`config.mk`:
```
export PLATFORM = sky130hd
export DESIGN_NAME = gregorian_date_add_days_unit_flat
export DESIGN_NICKNAME = d
export VERILOG_FILES = /design/src/rtl/core/gda_pkg.sv /design/src/rtl/core/gda_if.sv /design/src/rtl/core/gda_ctrl.sv /design/src/rtl/core/gda_dp.sv /design/src/rtl/core/gregorian_date_add_days_unit.sv /design/src/flat_wrapper.sv
export SDC_FILE = /design/constraint.sdc
export NUM_CORES = 1
export LEC_CHECK = 0
export ABC_CLOCK_PERIOD_IN_PS = 4250
export BUFFER_PORTS_ARGS = -buffer_cell sky130_fd_sc_hd__buf_2
export CORE_ASPECT_RATIO = 0.8
export CORE_MARGIN = 5
export CORE_UTILIZATION = 50
export CTS_BUF_LIST = sky130_fd_sc_hd__clkbuf_2
export DETAILED_ROUTE_END_ITERATION = 12
export GPL_TIMING_DRIVEN = 0
export PLACE_DENSITY = 0.82
export SLEW_MARGIN = 15
export SYNTH_ARGS = -nofsm -noshare
export SYNTH_HDL_FRONTEND = slang
export SYNTH_SLANG_ARGS = --single-unit
```
`constraint.sdc`:
```
create_clock -name clk -period 4.25 [get_ports clk]
set_clock_uncertainty 0.15 [all_clocks]
set_input_delay 0 -clock clk [delete_from_list [all_inputs] [get_ports clk]]
set_output_delay 0 -clock clk [all_outputs]
set_load 0.02 [all_outputs]
```
`src/rtl/core/gda_pkg.sv`:
```
package gda_pkg;

  localparam int DayW   = 5;
  localparam int MonthW = 4;
  localparam int YearW  = 14;
  localparam int AddW   = 15;
  localparam int RemW   = 16;
  localparam int CumW   = 9;

  localparam logic [YearW-1:0] YearCycle  = YearW'(400);
  localparam logic [YearW-1:0] YearLast   = YearW'(399);
  localparam logic [YearW-1:0] Century1   = YearW'(100);
  localparam logic [YearW-1:0] Century2   = YearW'(200);
  localparam logic [YearW-1:0] Century3   = YearW'(300);
  localparam logic [MonthW-1:0] MonthJan  = MonthW'(1);
  localparam logic [MonthW-1:0] MonthFeb  = MonthW'(2);
  localparam logic [MonthW-1:0] MonthDec  = MonthW'(12);

  typedef logic [DayW-1:0]   day_t;
  typedef logic [MonthW-1:0] month_t;
  typedef logic [YearW-1:0]  year_t;
  typedef logic [AddW-1:0]   add_t;
  typedef logic [RemW-1:0]   rem_t;
  typedef logic [CumW-1:0]   cum_t;

  typedef struct packed {
    logic load;
    logic mod_step;
    logic prefix;
    logic walk_step;
    logic out_load;
  } cmd_t;

  typedef struct packed {
    logic mod_done;
    logic walk_done;
  } sts_t;

  function automatic day_t month_len(month_t m, logic leap);
    day_t len;
    case (m)
      4'd2:                      len = leap ? day_t'(29) : day_t'(28);
      4'd4, 4'd6, 4'd9, 4'd11:   len = day_t'(30);
      default:                   len = day_t'(31);
    endcase
    return len;
  endfunction

  function automatic cum_t days_before(month_t m, logic leap);
    cum_t cum;
    case (m)
      4'd1:    cum = cum_t'(0);
      4'd2:    cum = cum_t'(31);
      4'd3:    cum = cum_t'(59);
      4'd4:    cum = cum_t'(90);
      4'd5:    cum = cum_t'(120);
      4'd6:    cum = cum_t'(151);
      4'd7:    cum = cum_t'(181);
      4'd8:    cum = cum_t'(212);
      4'd9:    cum = cum_t'(243);
      4'd10:   cum = cum_t'(273);
      4'd11:   cum = cum_t'(304);
      4'd12:   cum = cum_t'(334);
      default: cum = cum_t'(0);
    endcase
    if (leap && (m > MonthFeb)) begin
      cum = cum + cum_t'(1);
    end
    return cum;
  endfunction

endpackage

```
`src/rtl/core/gda_if.sv`:
```
interface gda_in_if;
  logic            valid;
  logic            ready;
  gda_pkg::day_t   start_day;
  gda_pkg::month_t start_month;
  gda_pkg::year_t  start_year;
  gda_pkg::add_t   days_to_add;

  modport source (output valid, start_day, start_month, start_year, days_to_add,
                  input ready);
  modport sink (input valid, start_day, start_month, start_year, days_to_add,
                output ready);
endinterface

interface gda_out_if;
  logic            valid;
  logic            ready;
  gda_pkg::day_t   end_day;
  gda_pkg::month_t end_month;
  gda_pkg::year_t  end_year;

  modport source (output valid, end_day, end_month, end_year, input ready);
  modport sink (input valid, end_day, end_month, end_year, output ready);
endinterface

```
`src/rtl/core/gda_ctrl.sv`:
```
module gda_ctrl (
  input  logic          clk,
  input  logic          rst,
  input  logic          in_valid,
  output logic          in_ready,
  input  logic          out_ready,
  output logic          out_valid,
  output gda_pkg::cmd_t cmd,
  input  gda_pkg::sts_t sts
);
  import gda_pkg::*;

  typedef enum logic [3:0] {
    S_IDLE   = 4'b0001,
    S_MOD    = 4'b0010,
    S_PREFIX = 4'b0100,
    S_WALK   = 4'b1000
  } state_t;

  state_t state;
  state_t state_next;

  always_comb begin
    state_next = state;
    cmd        = '0;
    in_ready   = (state == S_IDLE);
    case (state)
      S_IDLE: begin
        if (in_valid) begin
          cmd.load   = 1'b1;
          state_next = S_MOD;
        end
      end
      S_MOD: begin
        if (sts.mod_done) begin
          state_next = S_PREFIX;
        end else begin
          cmd.mod_step = 1'b1;
        end
      end
      S_PREFIX: begin
        cmd.prefix = 1'b1;
        state_next = S_WALK;
      end
      S_WALK: begin
        if (!sts.walk_done) begin
          cmd.walk_step = 1'b1;
        end else if (!out_valid || out_ready) begin
          cmd.out_load = 1'b1;
          state_next   = S_IDLE;
        end
      end
      default: begin
        state_next = S_IDLE;
      end
    endcase
  end

  always_ff @(posedge clk) begin
    if (rst) begin
      state     <= S_IDLE;
      out_valid <= 1'b0;
    end else begin
      state <= state_next;
      if (cmd.out_load) begin
        out_valid <= 1'b1;
      end else if (out_ready) begin
        out_valid <= 1'b0;
      end
    end
  end

endmodule

```
`src/rtl/core/gda_dp.sv`:
```
module gda_dp (
  input  logic            clk,
  input  gda_pkg::day_t   start_day,
  input  gda_pkg::month_t start_month,
  input  gda_pkg::year_t  start_year,
  input  gda_pkg::add_t   days_to_add,
  input  gda_pkg::cmd_t   cmd,
  output gda_pkg::sts_t   sts,
  output gda_pkg::day_t   end_day,
  output gda_pkg::month_t end_month,
  output gda_pkg::year_t  end_year
);
  import gda_pkg::*;

  rem_t   rem;
  month_t month;
  year_t  year;
  year_t  yr_mod;

  day_t   day_in;
  month_t month_in;
  logic   leap;
  day_t   len;

  always_comb begin
    day_in   = (start_day == '0) ? day_t'(1) : start_day;
    month_in = start_month;
    if (start_month == '0) begin
      month_in = MonthJan;
    end else if (start_month > MonthDec) begin
      month_in = MonthDec;
    end
    leap = (yr_mod[1:0] == 2'b00) && (yr_mod != Century1) &&
           (yr_mod != Century2) && (yr_mod != Century3);
    len  = month_len(month, leap);
    sts.mod_done  = (yr_mod < YearCycle);
    sts.walk_done = (rem <= rem_t'(len));
  end

  always_ff @(posedge clk) begin
    if (cmd.load) begin
      rem    <= rem_t'(day_in) + rem_t'(days_to_add);
      month  <= month_in;
      year   <= start_year;
      yr_mod <= start_year;
    end
    if (cmd.mod_step) begin
      yr_mod <= yr_mod - YearCycle;
    end
    if (cmd.prefix) begin
      rem   <= rem + rem_t'(days_before(month, leap));
      month <= MonthJan;
    end
    if (cmd.walk_step) begin
      rem <= rem - rem_t'(len);
      if (month == MonthDec) begin
        month  <= MonthJan;
        year   <= year + year_t'(1);
        yr_mod <= (yr_mod == YearLast) ? '0 : yr_mod + year_t'(1);
      end else begin
        month <= month + month_t'(1);
      end
    end
    if (cmd.out_load) begin
      end_day   <= rem[DayW-1:0];
      end_month <= month;
      end_year  <= year;
    end
  end

endmodule

```
`src/rtl/core/gregorian_date_add_days_unit.sv`:
```
// Channel   Role    Word
// date_in   sink    start_day, start_month, start_year, days_to_add
// date_out  source  end_day, end_month, end_year
//
// One word is worked on at a time: the unit accepts it, reduces the year
// modulo 400 by repeated subtraction, adds the days before the start month,
// walks from January one month at a time, and then loads the output register
// once the previous output word has been taken. The month walk sets the rate.
// rst is synchronous and clears the controller and the output valid flag.
// A held output word does not block the next input word from being taken.
module gregorian_date_add_days_unit (
  input logic   clk,
  input logic   rst,
  gda_in_if.sink  date_in,
  gda_out_if.source date_out
);
  import gda_pkg::*;

  cmd_t cmd;
  sts_t sts;

  gda_ctrl u_ctrl (
    .clk       (clk),
    .rst       (rst),
    .in_valid  (date_in.valid),
    .in_ready  (date_in.ready),
    .out_ready (date_out.ready),
    .out_valid (date_out.valid),
    .cmd       (cmd),
    .sts       (sts)
  );

  gda_dp u_dp (
    .clk         (clk),
    .start_day   (date_in.start_day),
    .start_month (date_in.start_month),
    .start_year  (date_in.start_year),
    .days_to_add (date_in.days_to_add),
    .cmd         (cmd),
    .sts         (sts),
    .end_day     (date_out.end_day),
    .end_month   (date_out.end_month),
    .end_year    (date_out.end_year)
  );

endmodule

```
`src/flat_wrapper.sv`:
```
// flat-port wrapper written by rule: the top's interface ports become plain ports
module gregorian_date_add_days_unit_flat import gda_pkg::*;
  (clk, rst, date_in_valid, date_in_start_day, date_in_start_month, date_in_start_year, date_in_days_to_add, date_in_ready, date_out_valid, date_out_end_day, date_out_end_month, date_out_end_year, date_out_ready);
  gda_in_if date_in_i ();
  gda_out_if date_out_i ();
  input logic clk;
  input logic rst;
  input wire logic [$bits(date_in_i.valid)-1:0] date_in_valid;
  input wire logic [$bits(date_in_i.start_day)-1:0] date_in_start_day;
  input wire logic [$bits(date_in_i.start_month)-1:0] date_in_start_month;
  input wire logic [$bits(date_in_i.start_year)-1:0] date_in_start_year;
  input wire logic [$bits(date_in_i.days_to_add)-1:0] date_in_days_to_add;
  output wire logic [$bits(date_in_i.ready)-1:0] date_in_ready;
  output wire logic [$bits(date_out_i.valid)-1:0] date_out_valid;
  output wire logic [$bits(date_out_i.end_day)-1:0] date_out_end_day;
  output wire logic [$bits(date_out_i.end_month)-1:0] date_out_end_month;
  output wire logic [$bits(date_out_i.end_year)-1:0] date_out_end_year;
  input wire logic [$bits(date_out_i.ready)-1:0] date_out_ready;
  assign date_in_i.valid = date_in_valid;
  assign date_in_i.start_day = date_in_start_day;
  assign date_in_i.start_month = date_in_start_month;
  assign date_in_i.start_year = date_in_start_year;
  assign date_in_i.days_to_add = date_in_days_to_add;
  assign date_in_ready = date_in_i.ready;
  assign date_out_valid = date_out_i.valid;
  assign date_out_end_day = date_out_i.end_day;
  assign date_out_end_month = date_out_i.end_month;
  assign date_out_end_year = date_out_i.end_year;
  assign date_out_i.ready = date_out_ready;
  gregorian_date_add_days_unit u_core (.clk(clk), .rst(rst), .date_in(date_in_i), .date_out(date_out_i));
endmodule
```
# [Word-level counts from Yosys, hierarchy flattened]
# Memories as Yosys holds them, arrays and structs flattened. A register that Yosys moved wholly into a read port is not among the register bits.
# Cells that the tools add are included.
[word_totals] regBits=76 mem_bits_ro=144 input_bits=42 wordCells=93 n_memories=1
[classes] n_addsub=8 order_cmp=4 n_eq_ne=18 muxes=40 n_reduce_logical=13
[mem_list] name="(name not given)" words=16 word_bits=9 rd=1 rd_clocked_by_memory_dff=1 wr=0 line_no="gda_pkg.sv:51" source="case (m)"
[op_table] cell="$mux 14" count=8
[op_table] cell="$mux 16" count=3
[op_table] cell="$mux 4" count=11
[op_table] cell="$add 14x1->14 const B" count=2
[op_table] cell="$mux 9" count=3
[op_table] cell="$add 16x9->16" count=1
[op_table] cell="$add 5x15->16" count=1
[op_table] cell="$eq 4x4->1 const B" count=4
[op_table] cell="$le 16x5->1" count=1
[op_table] cell="$pmux 4 s4" count=1
[op_table] cell="$sub 16x5->16" count=1
[op_table] cell="$eq 14x9->1 const B" count=1
[op_table] cell="$lt 14x9->1 const B" count=1
[op_table] cell="$ne 14x7->1 const B" count=1
[op_table] cell="$ne 14x8->1 const B" count=1
[op_table] cell="$ne 14x9->1 const B" count=1
[op_table] cell="$sub 14x9->14 const B" count=1
[op_table] cell="$eq 4x3->1 const B" count=3
[op_table] cell="$mux 1" count=11
[op_table] cell="$add 9x1->9 const B" count=1
[op_table] cell="$eq 4x2->1 const B" count=2
[op_table] cell="$ne 2x2->1 const B" count=3
[op_table] cell="$logic_not 5->1" count=1
[op_table] cell="$mux 5" count=1
[op_table] cell="other kinds (16)" count=19

# [Depth between registers and ports, before layout]
# Gate-level depths: netlist (run 1).
[depth] word_depth=11 ltp_mapped=20

# [Cells and area by module]
# A second synthesis (run 1) with hierarchy kept.
[hier_totals] hier_cells=645 hier_area_um2=5831.8
[modules_own_cells] mod="gda_dp" instances=1 cells_per_inst=608 area_each_um2=5497.8 seq_area_each_um2=2031.9
[modules_own_cells] mod="gda_ctrl" instances=1 cells_per_inst=37 area_each_um2=334.1 seq_area_each_um2=100.1

# [Worst setup path after synthesis (run 1)]
# No wires, ideal clock.
[synth_timing] path_type="reg2reg" startpoint="register u_core.u_dp.yr_mod[9]" endpoint="register (tool-made name)" setup_ns=0.131 t_arrival_ns=4.123 t_required_ns=3.969 path_slack_ns=-0.154 stages_incl_launch_ff=20 n_path_buf=1 synth_period_minus_slack_ns=4.404 path_cell_list="dfxtp_1 clkbuf_1 or3_1 or3_1 o41ai_1 nand2_1 nand2_1 o21ai_0 ha_1 inv_1 fa_1 nand4_1 o21a_1 a21oi_1 nand2_1 o21ai_1 inv_1 ha_1 o221ai_1 o211ai_1"
[synth_rtl] element="from (decl)" line_no="gda_dp.sv:18" source="year_t yr_mod;"
[synth_rtl] element="from (signal assigned)" line_no="gda_dp.sv:45" source="yr_mod <= start_year;"
[synth_rtl] element="from (signal assigned)" line_no="gda_dp.sv:48" source="yr_mod <= yr_mod - YearCycle;"
[synth_rtl] element="from (signal assigned)" line_no="gda_dp.sv:59" source="yr_mod <= (yr_mod == YearLast) ? '0 : yr_mod + year_t'(1);"

# [Worst setup path after layout (run 1)]
[layout_timing] startpoint="register u_core.u_dp.yr_mod[4]" endpoint="register u_core.u_dp.rem[15] (data pin)"
[layout_via] elab_chain_len=10 word_cells_on_any_way=18 classes_between="add/sub: 2; order compare: 1; eq/ne: 3; mux: 8; reduce/logical: 4"
[layout_rtl] element="$ne 14x7->1" line_no="gda_dp.sv:33" source="leap = (yr_mod[1:0] == 2'b00) && (yr_mod != Century1) &&"
[layout_rtl] element="$logic_and 1x1->1 (2 in a row)" line_no="gda_dp.sv:33"
[layout_rtl] element="$logic_and 1x1->1 (*)" line_no="gda_dp.sv:34" source="(yr_mod != Century2) && (yr_mod != Century3);"
[layout_rtl] element="$mux 1 / $logic_and 1x1->1 (equally long branches)" line_no="gda_pkg.sv:42, gda_pkg.sv:66"
[layout_rtl] element="$pmux 2 s2 / $mux 9 (equally long branches)" line_no="gda_pkg.sv:41, gda_pkg.sv:66"
[layout_rtl] element="$le 16x5->1 / $mux 9 (equally long branches)" line_no="gda_dp.sv:37, gda_dp.sv:50"
[layout_rtl] element="$mux 1 / $add 16x9->16 (equally long branches)" line_no="gda_ctrl.sv:46, gda_dp.sv:51"
[layout_rtl] element="$mux 2 / $mux 16 (equally long branches)" line_no="gda_ctrl.sv:27, gda_dp.sv:50"
[layout_rtl] element="$mux 16 (*)" line_no="gda_dp.sv:54" source="if (cmd.walk_step) begin"
[layout_rtl] element="to (signal assigned)" line_no="gda_dp.sv:42" source="rem <= rem_t'(day_in) + rem_t'(days_to_add);"
[layout_rtl] element="to (signal assigned)" line_no="gda_dp.sv:51" source="rem <= rem + rem_t'(days_before(month, leap));"
[layout_rtl] element="to (signal assigned)" line_no="gda_dp.sv:55" source="rem <= rem - rem_t'(len);"
[layout_rtl] element="to (decl)" line_no="gda_dp.sv:15" source="rem_t rem;"
# Mark *: on every way between the ends. The rest lies on a longest branch, timed or not. The select of a mux whose other input is x is not followed.
# A chain may end at the register's enable or synchronous reset.

==> results of run 1 <==
==> power breakdown <==
| part | internal [uW] | leakage, uW | switching, uW |
|---|---|---|---|
| clock | 100 | 0.0000748 | 368 |
| combinational | 546 | 0.00222 | 659 |
| sequential | 993 | 0.000749 | 164 |
| total | 1640 | 0.00304 | 1190 |
==> cell usage after synthesis (23+ instances only) <==
cell type / number
a21oi_1: 46
clkbuf_1: 27
dfxtp_1: 42
edfxtp_1: 43
ha_1: 37
inv_1: 23
nand2_1: 62
nand3_1: 23
nor2_1: 72
nor3_1: 27
o21ai_0: 37
xnor2_1: 23
==> timing repair <==
item | in CTS | in global routing
endpoints found under the hold margin | 50 | 0
endpoints found under the setup margin | 99 | 51
gates resized for setup | 55 | 67
pin swaps | 19 | 27
setup buffers | 26 | 31
hold buffers | 38 | 0
cloned | 1 | 0
==> cell families after synthesis <==
logic type      share of synthesized area [%]
flops                                    36.5
buf+inv                                  3.92
xor+xnor                                 6.45
compound gates                           20.9
simple gates                             21.8
mux                                      1.52
fa+ha+maj                                8.96
==> layout make-up <==
type	count	area, sq um	area share, %
Multi-Input combinational cell	528	3920	50.4
Timing Repair Buffer	160	1170	15.0
Inverter	24	95.1	1.22
Tap cell	148	185	2.38
Buffer	29	145	1.87
Sequential cell	85	2140	27.6
Clock inverter	7	76.3	0.981
Clock buffer	9	45.0	0.579
==> layout by cell type, fill, tap and decap left out, drive strengths merged, types with 5 or more instances in the layout <==
| cell type | n |
|---|---|
| a31oi | 7 |
| and3 | 13 |
| edfxtp | 43 |
| a311oi | 6 |
| nor4 | 5 |
| or3 | 5 |
| ha | 37 |
| o22ai | 8 |
| a211oi | 16 |
| nor3 | 28 |
| xor2 | 20 |
| nand2b | 6 |
| inv | 27 |
| buf | 131 |
| o21ai | 40 |
| nand4 | 6 |
| o21a | 6 |
| xnor2 | 23 |
| nand2 | 64 |
| nor2b | 10 |
| nand3 | 23 |
| nand3b | 5 |
| dfxtp | 42 |
| a21oi | 46 |
| dlygate4sd3 | 38 |
| a21o | 5 |
| clkbuf | 29 |
| nor2 | 72 |
| o211ai | 6 |
==> final timing paths <==
kind	startpoint	end	cells past startpoint
worst max register to register	u_core.u_dp.yr_mod[4]	u_core.u_dp.rem[15]	18
worst max-delay path	u_core.u_dp.yr_mod[4]	u_core.u_dp.rem[15]	18
worst min-delay path	rst	u_core.u_ctrl.state[1]	3
worst min register to register	u_core.u_dp.month[3]	u_core.u_dp.end_month[3]	0
==> worst min-delay path, cell delays in order <==
cell and delay, ns:
dlygate4sd3_1 0.53, buf_2 0.15, nor2_1 0.05
==> layer usage <==
layer	up-vias	share of wire [%]	track usage (%)
met2	541	45	39.8
li1	2796	-	-
met1	2914	38	34.2
met5	-	0	0
met4	0	5.1	9.18
met3	126	12	4.38
==> per-stage QoR <==
stage	hold WS (ns)	setup WS (ns)	std cells	power [uW]	util, %
after detailed placement	0.0912	-0.863	884	1960	55.4
after CTS	0.00570	0.00114	964	2510	63.4
final	-0.0349	-0.0320	990	2830	67.8
after floorplan	-0.0809	0.00427	670	1730	-
after global placement	0.0773	-0.776	884	1920	55.4
after global routing	0.0186	-0.289	990	2960	67.8
==> summary by stage, run 1 <==
Run status
The flow ran to the end, but the final reports show violations. The checks that failed: hold timing, setup timing.

CTS
TritonCTS built the clock tree. The H-tree depth is 3. Clock-pin slew was measured on the worst setup and hold paths at 0.32 ns.

The tree is rooted in a clkbuf_2. In this run the deepest clock path goes through 2 buffers. The latest clock arrival within the worst-skew pair is 0.62 ns. The count of clock tree sinks is 85. The number of CTS-inserted buffers is 9.

Logic synthesis
A synthesized cell averages 8.71 sq um. The number of register bits inferred by synthesis is 85. The synthesized design devotes to its leading area cell type 22.1% of total area. The most used flip-flop cell after synthesis is edfxtp_1. In this run, distinct cell masters in the synthesized netlist total 72. The share of the Yosys chip area taken by registers is 36.5%. The synthesized cell area is 5840 sq um.

The synthesized design contains 43 enable-type register cells. The library cell occupying the most area in the post-synthesis netlist is edfxtp_1. In the post-synthesis netlist, the biggest area contributors are edfxtp_1, dfxtp_1, ha_1. The Yosys step of the flow raised 0 warnings. After synthesis, the share of flip-flops with an asynchronous set or reset is 0%. The number of cells produced by synthesis is 670. The net count after synthesis is 752.

Global routing
The overall track demand over capacity in global routing is 25.1%. The initial antenna violation count is 0. The first global-routing pass estimated 28200 um of wire. After global routing the overflow that remains totals 0. The number of global-route vias before repair was 5630. The pin count of the biggest net entering global routing is 24.

Power
VDD sags by at most 0.141 mV. In this run the power density over the cells is 364 nW/um^2. For this design the static power due to leakage is 0.00304 uW.

Routing
After detailed routing, the total wire length is 20400 um. The number of nets still failing antenna checks after routing is 0. The detailed-routing iteration count for the pre-antenna-repair pass is 10. For this run, design rule violations remaining after detail routing come to 0. Summing over every cut layer, the via total after detailed routing is 6377. The number of DRC markers in iteration 0 is 1149. Using the TritonRoute via totals, the vias-per-cell ratio works out to 6.44. After detailed routing, the average wire length per cell comes to 20.6 um.

STA
The headroom to the max-slew limit is 10.0%. The final hold violation count was 3. The time the worst path needs with I/O delays and setup is 4.28 ns.

The actual slew at the worst max-slew pin is 1.34 ns. The number of pins exceeding their max-slew limit in the final report is 0. Derived from the worst setup path, the maximum achievable clock frequency is 0.234 GHz.

Across all setup checks in the final design, the least slack found is -0.0320 ns. In the finished design, the share of the clock period the worst path needs comes to 101%. The final setup violation count is 4.

The setup TNS is -0.0911 ns. Across all hold checks on the routed design, the worst slack comes to -0.0349 ns. Setup repair after global routing could not meet its margin everywhere.

Layout
The filler cells instantiated in the layout total 809. The final antenna diode count is 0. In the final design database the tool counted 919 nets.

Relative to the synthesized area, the layout overhead comes to 33.3%. The final non-filler cell area is 7780 sq um. The share of post-route cells with drive strength above 1 is 29.0%.

Critical path
The worst setup path is launched from a flop. In this run the worst path has a maximum fanout of 5. The delay of the slowest cell on the worst path is 0.44 ns. The critical path contains buffers and inverters numbering 2 combined. The required time of the critical path is 4.50 ns. The gate family responsible for the most delay along the worst path is simple AND/OR/NAND/NOR gates. The critical path is of the reg -> reg type.

The master of the slowest instance on the critical path is dfxtp_4. In this run the register-to-register setup slack is -0.03 ns. The signal on the critical path passes through inv_2 > ha_2 > a31o_2 > a32oi_2 > o41ai_4 > buf_4 > nor2_4 > nand2_4 > nor3_2 > xor2_1 > ha_2 > nor3_4 > nor2_2 > a31o_2 > a21oi_4 > or4_4 > xor2_1 > o21ai_0. STA classifies the critical path endpoint as a flop.

At the worst endpoint, the arrival time is 4.53 ns.

Place
At the end of routability-driven placement, the weighted congestion stood at 0.954. During placement, the flow inserted port buffers numbering 66. Summed over all nets, the half-perimeter wirelength after detailed placement is 11800 um.

Summing all placed instances gives a cell area of 6360 sq um.

Die
The core region area is 11500 sq um. The initial core utilization is 50.9%. The die is 131 um wide. The row count is 35.

The count of pins on the block boundary is 67. The die span in y is 107 um. The die covers 13900 sq um.

Run
Max-cap violations in this run came to 0.

Worst hold path
The worst hold path belongs to the class in -> reg.
Power figures use the tool's default switching activity.
==> run 2, diff against run 1 <==
- PLACE_DENSITY: 0.82 -> 0.73
==> run 2 against run 1 <==
Effect of this change: the flow now finishes without violations; clock power decreased by 7.1%; non-clock buffer count decreased by 13; first-iteration DRC count decreased by 51%; die area unchanged; clock-buffer cell count unchanged; worst setup slack improved by 0.11 ns.
==> summary by stage, run 2 (synthesis results as in run 1) <==
Power
The switching part of the total is 40.9% (-1.2 points). The combinational group share of total power is 41.2% (-1.4 points). The peak supply drop is 0.128 mV (-8.8%). The leakage power total is 0.00296 uW (-2.6%). The sequential share of power is 42.6% (+1.7 points). The power per standard cell area came to 353 nW/um^2 (-3.0%). The switching power total was 1100 uW (-7.6%). The clock network power share came to 16.2% (-0.3 points). The internal power of the cells came to 1590 uW (-2.9%).

Routing
The mean number of vias per cell is 6.10 (-5.3%). The detailed-routing iteration count for the pre-antenna-repair pass is 5 (-5). The final wirelength was 17700 um (-13%).

The via count of the routed design came to 5965 (-6.5%). The wire length per cell was 18.1 um (-12%). The number of nets still failing antenna checks after routing was 0 (unchanged). The post-detailed-route DRC marker count is 0 (unchanged). The number of DRC markers in iteration 0 came to 567 (-51%).

Critical path
The master of the slowest instance on the critical path is dfxtp_4. The critical path in this run is classified as reg -> reg. The length in cells of the worst reg-to-reg path is 17 (-1). The delay of the slowest cell on the worst path is 0.41 ns (-0.03 ns).

The cell that appears most often on the critical path is nand2_1. The worst setup path is captured at a flop. The combined buffer and inverter count along the critical path came to 1 (-1).

The critical path goes through or3_4 > or3_4 > o41ai_4 > nand2_1 > nand2_1 > o21ai_2 > ha_2 > inv_2 > fa_2 > nand4_1 > o21a_2 > a21oi_4 > mux2i_4 > mux2i_4 > ha_1 > nand2_1 > o21ai_1. The data arrival time of the critical path is 4.54 ns (about the same). The highest fanout seen on the critical path came to 8 (+3).

The required time of the critical path is 4.62 ns (+0.12 ns). The worst setup path is launched from a flop. The path length in cells of the critical path is 17 (-1). The gate family responsible for the most delay along the worst path is simple AND/OR/NAND/NOR gates.

STA
Setup repair after global routing could not meet its margin everywhere. The peak clock frequency supported by timing is 0.240 GHz (+2.7%). The actual slew at the worst max-slew pin was 1.09 ns (-0.246 ns). The final hold violation count is 0 (-3). The headroom to the max-slew limit was 27.1% (+17 points). The final setup violation count is 0 (-4).

The time the worst path needs with I/O delays and setup came to 4.17 ns (-0.112 ns). The number of pins exceeding their max-slew limit in the final report is 0 (unchanged). The portion of the clock cycle consumed by the worst path in the final layout was 98.1% (-2.6 points).

Worst hold path
The hold-critical path depth was 7 (+4). The class of the tightest hold or removal check is in -> reg.

Place
The number of placed instances with taps included is 884 (unchanged). The placement-stage cell area came to 6360 sq um (unchanged). The HPWL after detailed placement is 11900 um (+0.34%). The global placer's final weighted congestion is 0.915 (-4.1%). The quantity of I/O buffers inserted on ports came to 66 (unchanged).

Global routing
The number of global-route vias before repair is 5643 (+0.23%). The first-pass GRT wire length is 27900 um (-1.1%). The pin count of the biggest net entering global routing is 24 (unchanged).

The initial antenna violation count was 1 (+1). The remaining global-route overflow is 0 (unchanged). The overall track demand over capacity in global routing came to 25.1% (+0.079 points).

Die
The full die area is 13900 sq um (unchanged). The initial core utilization is 50.9% (unchanged). The row count is 35 (unchanged). The core region area is 11500 sq um (unchanged). The count of pins on the block boundary is 67 (unchanged). The die span in y came to 107 um (unchanged). The width of the die came to 131 um (unchanged).

Layout
In the layout the commonest cells are buf_2, nor2_1, nand2_1. The final non-filler cell area is 7630 sq um (-1.9%). The share of post-route cells with drive strength above 1 came to 25.9% (-3.0 points). Compared with the post-synthesis result, the final layout area differs by 30.7%. The most common cell after layout, fill and taps aside is buf_2. The post-layout net count is 906 (-1.4%).

The count of fill cells added during filler insertion is 897 (+11%). The final standard cell count with taps included and fillers excluded was 978 (-1.2%).

CTS
The H-tree depth was 3 (unchanged). The count of clock tree sinks came to 85 (unchanged). The number of CTS-inserted buffers is 9 (unchanged). The clock-pin transition on the worst setup and hold timing paths is 0.28 ns (-0.04 ns). The deepest clock path buffer count is 2 (unchanged).

The root buffer cell chosen for the clock tree is clkbuf_2. TritonCTS built the clock tree. The latest clock arrival within the worst-skew pair is 0.61 ns (about the same).

Run status
The run finished with clean final reports.

Run
The total of max-cap violations is 0 (unchanged).
[run 2: power groups by stage]
| stage | combinational (uW) | sequential, uW | clock [uW] |
|---|---|---|---|
| after global placement | 808 | 1120 | 0 |
| after global routing | 1210 | 1170 | 464 |
| after CTS | 994 | 1110 | 435 |
| after detailed placement | 839 | 1120 | 0 |
| after floorplan | 644 | 1090 | 0 |
| final | 1110 | 1150 | 435 |
[run 2: area by class of cell]
class	count	area (sq um)	area share [%]
Inverter	24	95.1	1.25
Tap cell	148	185	2.43
Buffer	29	155	2.03
Clock buffer	9	45.0	0.591
Antenna cell	1	2.50	0.0328
Clock inverter	7	63.8	0.837
Multi-Input combinational cell	528	3870	50.8
Timing Repair Buffer	147	1060	13.9
Sequential cell	85	2150	28.1
[run 2: metrics by stage]
step / utilization [%] / setup slack [ns] / total power (uW) / hold slack, ns / setup TNS [ns]
final: 66.5 / 0.0805 / 2690 / 0.0488 / 0
after global routing: 66.5 / -0.0681 / 2840 / 0.0390 / -0.380
after CTS: 64.2 / -0.0223 / 2540 / 0.0268 / -0.0423
after detailed placement: 55.4 / -0.926 / 1960 / 0.112 / -42.32
after global placement: 55.4 / -0.873 / 1930 / 0.0982 / -40.06
after floorplan: - / 0.00427 / 1730 / -0.0809 / 0
[run 2: timing repair]
action                                 CTS  global route
buffers inserted                        29             9
pin swaps                               25            22
endpoints found under the hold margin   55             0
hold buffers                            44             0
resized for setup                       66            46
cloned                                   1             0
setup endpoints to repair              102            69
[run 2: metal layers]
| layer | track usage, % | vias up | wire, um |
|---|---|---|---|
| li1 | - | 2792 | - |
| met1 | 36.3 | 2834 | 7790 |
| met2 | 37.5 | 302 | 7880 |
| met3 | 5.33 | 37 | 1630 |
| met4 | 8.00 | 0 | 410 |
| met5 | 0 | - | 0 |
[run 2: worst paths after layout]
kind	slack [ns]	from	endpoint
setup / recovery	0.08	u_core.u_dp.yr_mod[9]	flop
hold / removal	0.05	date_in_start_month[0]	flop
setup reg to reg	0.08	u_core.u_dp.yr_mod[9]	flop
hold reg to reg	0.33	u_core.u_dp.month[2]	u_core.u_dp.end_month[2]
[run 2: worst register-to-register path: stages, from the launching register on]
cell     delay [ns]
dfxtp_4        0.41
or3_4          0.39
or3_4          0.37
o41ai_4        0.30
nand2_1        0.10
nand2_1        0.08
o21ai_2        0.06
ha_2           0.20
inv_2          0.06
fa_2           0.22
nand4_1        0.20
o21a_2         0.32
a21oi_4        0.29
mux2i_4        0.33
mux2i_4        0.16
ha_1           0.33
nand2_1        0.07
o21ai_1        0.07
==> run 3, diff against run 2 <==
- RECOVER_POWER: unset -> 50
==> run 3 against run 2 <==
Effect of this change: fmax about the same; critical path depth is 1 lower; worst hold slack worse by 0.026 ns; largest cell class unchanged.
==> summary by stage, run 3 (synthesis results as in run 1) <==
Critical path
By startpoint and endpoint, the worst setup path is classified as reg -> reg. The master of the slowest instance on the critical path is ha_2. The data arrival time of the critical path came to 4.48 ns (-0.06 ns).

The kind of launch point of the worst setup path is a flop. The setup slack of the worst register-to-register path was 0.08 ns (about the same). The required time of the critical path is 4.56 ns (-0.06 ns). The path length in cells of the critical path is 16 (-1). The delay of the slowest cell on the worst path is 0.42 ns (about the same).

The kind of capture point of the worst setup path is a flop. The worst register-to-register path begins at u_core.u_dp.yr_mod[9]. The combined buffer and inverter count along the critical path is 1 (unchanged). The length in cells of the worst reg-to-reg path came to 16 (-1).

The launching element of the worst setup path is u_core.u_dp.yr_mod[9]. The signal on the critical path passes through or3_4 > or3_4 > o41ai_4 > buf_4 > nor2_4 > nand2_4 > nor2_1 > xor2_1 > ha_2 > o21ai_0 > o21ai_1 > nand3_1 > a31oi_4 > nand3_1 > xor2_1 > a221oi_1. The capture point of the critical path is u_core.u_dp.rem[14].

The highest fanout seen on the critical path is 5 (-3). Grouping stages by cell kind, the critical path spends the most delay in simple AND/OR/NAND/NOR gates. The worst register-to-register path ends at u_core.u_dp.rem[14].

Routing
The number of nets still failing antenna checks after routing came to 0 (unchanged). The detailed-routing iteration count for the pre-antenna-repair pass came to 5 (unchanged). The mean number of vias per cell is 6.09 (-0.12%). The via count of the routed design was 5958 (-0.12%).

The post-detailed-route DRC marker count is 0 (unchanged). The wire length per cell is 18.1 um (about the same). The final wirelength is 17700 um (about the same).

The number of DRC markers in iteration 0 is 523 (-7.8%).

Run status
The flow ran to the end, and the final reports show no timing, DRC or antenna violations.

Place
The quantity of I/O buffers inserted on ports was 66 (unchanged). The global placer's final weighted congestion is 0.915 (unchanged). The HPWL after detailed placement was 11900 um (unchanged).

Worst hold path
The hold-critical path depth is 7 (unchanged). The tightest min-delay check is of the in -> reg type.

Global routing
The remaining global-route overflow is 0 (unchanged). The overall track demand over capacity in global routing was 25.1% (unchanged). The initial antenna violation count is 1 (unchanged). The first-pass GRT wire length is 27900 um (unchanged).

The number of global-route vias before repair is 5643 (unchanged). The pin count of the biggest net entering global routing came to 24 (unchanged).

Layout
The library cells used most frequently in the layout, excluding fill and tap cells, are nor2_1, nand2_1, buf_2. The most common cell after layout, fill and taps aside is nor2_1. The post-layout net count is 906 (unchanged).

The share of post-route cells with drive strength above 1 is 22.9% (-3.0 points). From synthesis to final layout, the design area changed by 30.1%.

CTS
CTS placed an instance of clkbuf_2 at the clock tree root. The clock tree from TritonCTS is built. The H-tree depth is 3 (unchanged). The latest clock arrival within the worst-skew pair came to 0.63 ns (+0.02 ns). The clock-pin transition on the worst setup and hold timing paths is 0.29 ns (about the same).

The number of CTS-inserted buffers is 9 (unchanged). The deepest clock path buffer count is 2 (unchanged). The count of clock tree sinks is 85 (unchanged).

Die
The die span in y was 107 um (unchanged). The row count is 35 (unchanged). The initial core utilization came to 50.9% (unchanged). The core region area was 11500 sq um (unchanged).

The width of the die is 131 um (unchanged). The full die area is 13900 sq um (unchanged). The count of pins on the block boundary came to 67 (unchanged).

STA
The peak clock frequency supported by timing is 0.240 GHz (about the same). The time the worst path needs with I/O delays and setup is 4.17 ns (+0.00310 ns). The actual slew at the worst max-slew pin is 1.10 ns (+0.0131 ns).

The portion of the clock cycle consumed by the worst path in the final layout is 98.2% (about the same). The worst hold slack is 0.0225 ns (-0.0262 ns). The setup TNS came to 0 ns (unchanged). The final setup violation count was 0 (unchanged). The final hold violation count is 0 (unchanged). The number of pins exceeding their max-slew limit in the final report is 0 (unchanged). Setup repair after global routing could not meet its margin everywhere. The headroom to the max-slew limit was 26.2% (-0.88 points).

Power
The peak supply drop is 0.128 mV (-0.22%). The total chip power is 2690 uW (about the same). The leakage power total came to 0.00289 uW (-2.4%). The power per standard cell area was 354 nW/um^2 (+0.34%).

Run
The total of max-cap violations is 0 (unchanged).
run 3: changes by cell type in the layout (fill, tap and decap cells not counted), sizes merged:
cell and delta:
clkbuf +25, buf -25
run 3: timing repair:
action                                  CTS  global route
endpoints found under the setup margin  102            69
resized for setup                        66            46
endpoints found under the hold margin    55             0
hold buffers                             44             0
pin swaps                                25            22
cloned                                    1             0
buffers inserted                         29             9
run 3: layout make-up:
| class | count | area [sq um] |
|---|---|---|
| flip-flops and latches | 85 | 2150 |
| well taps | 148 | 185 |
| multi-input cells | 528 | 3870 |
| fillers | 912 | 3880 |
| plain buffers | 29 | 155 |
| diodes | 1 | 2.50 |
| clock inverters | 7 | 63.8 |
| inverters | 24 | 95.1 |
| clock buffers | 9 | 45.0 |
| repair buffers | 147 | 1030 |
run 3: worst min path at each step:
stage	startpoint	to	slack, ns
4_1_cts	date_in_start_year[12]	u_core.u_dp.year[12]	0.03
6_report	date_in_start_month[0]	flop	0.02
5_1_grt	date_in_start_year[3]	u_core.u_dp.yr_mod[3]	0.04
2_1_floorplan	rst	u_core.u_ctrl.out_valid	-0.08
3_3_place_gp	rst	u_core.u_ctrl.state[1]	0.1
3_5_place_dp	rst	u_core.u_ctrl.state[1]	0.11
run 3: tightest hold or removal path: stages:
cell and delay (ns):
buf_2 0.12, inv_1 0.06, o221a_2 0.22, o2bb2ai_2 0.11
inv_1 0.07, o221ai_1 0.11, o211ai_1 0.10
run 3: layer usage:
metal / up-vias / wire (um) / part of all wire (%) / GRT usage, %
met5: - / 0 / 0 / 0
met4: 0 / 371 / 2.1 / 8.00
met3: 31 / 1590 / 8.9 / 5.33
met2: 310 / 7970 / 45 / 37.5
met1: 2822 / 7800 / 44 / 36.3
li1: 2795 / - / - / -
run 3: per-stage QoR:
step	setup slack [ns]	area (sq um)	instances	utilization, %
after floorplan	0.00427	5840	670	-
after global placement	-0.873	6360	884	55.4
after detailed placement	-0.926	6360	884	55.4
after CTS	-0.0223	7360	972	64.2
after global routing	-0.0681	7600	978	66.2
final	0.0774	7600	978	66.2
run 3: report_power, final:
part	total (uW)	leakage (uW)	internal, uW	switching [uW]
Clock	435	0.0000634	92.3	343
Combinational	1110	0.00208	505	602
Sequential	1150	0.000749	994	155
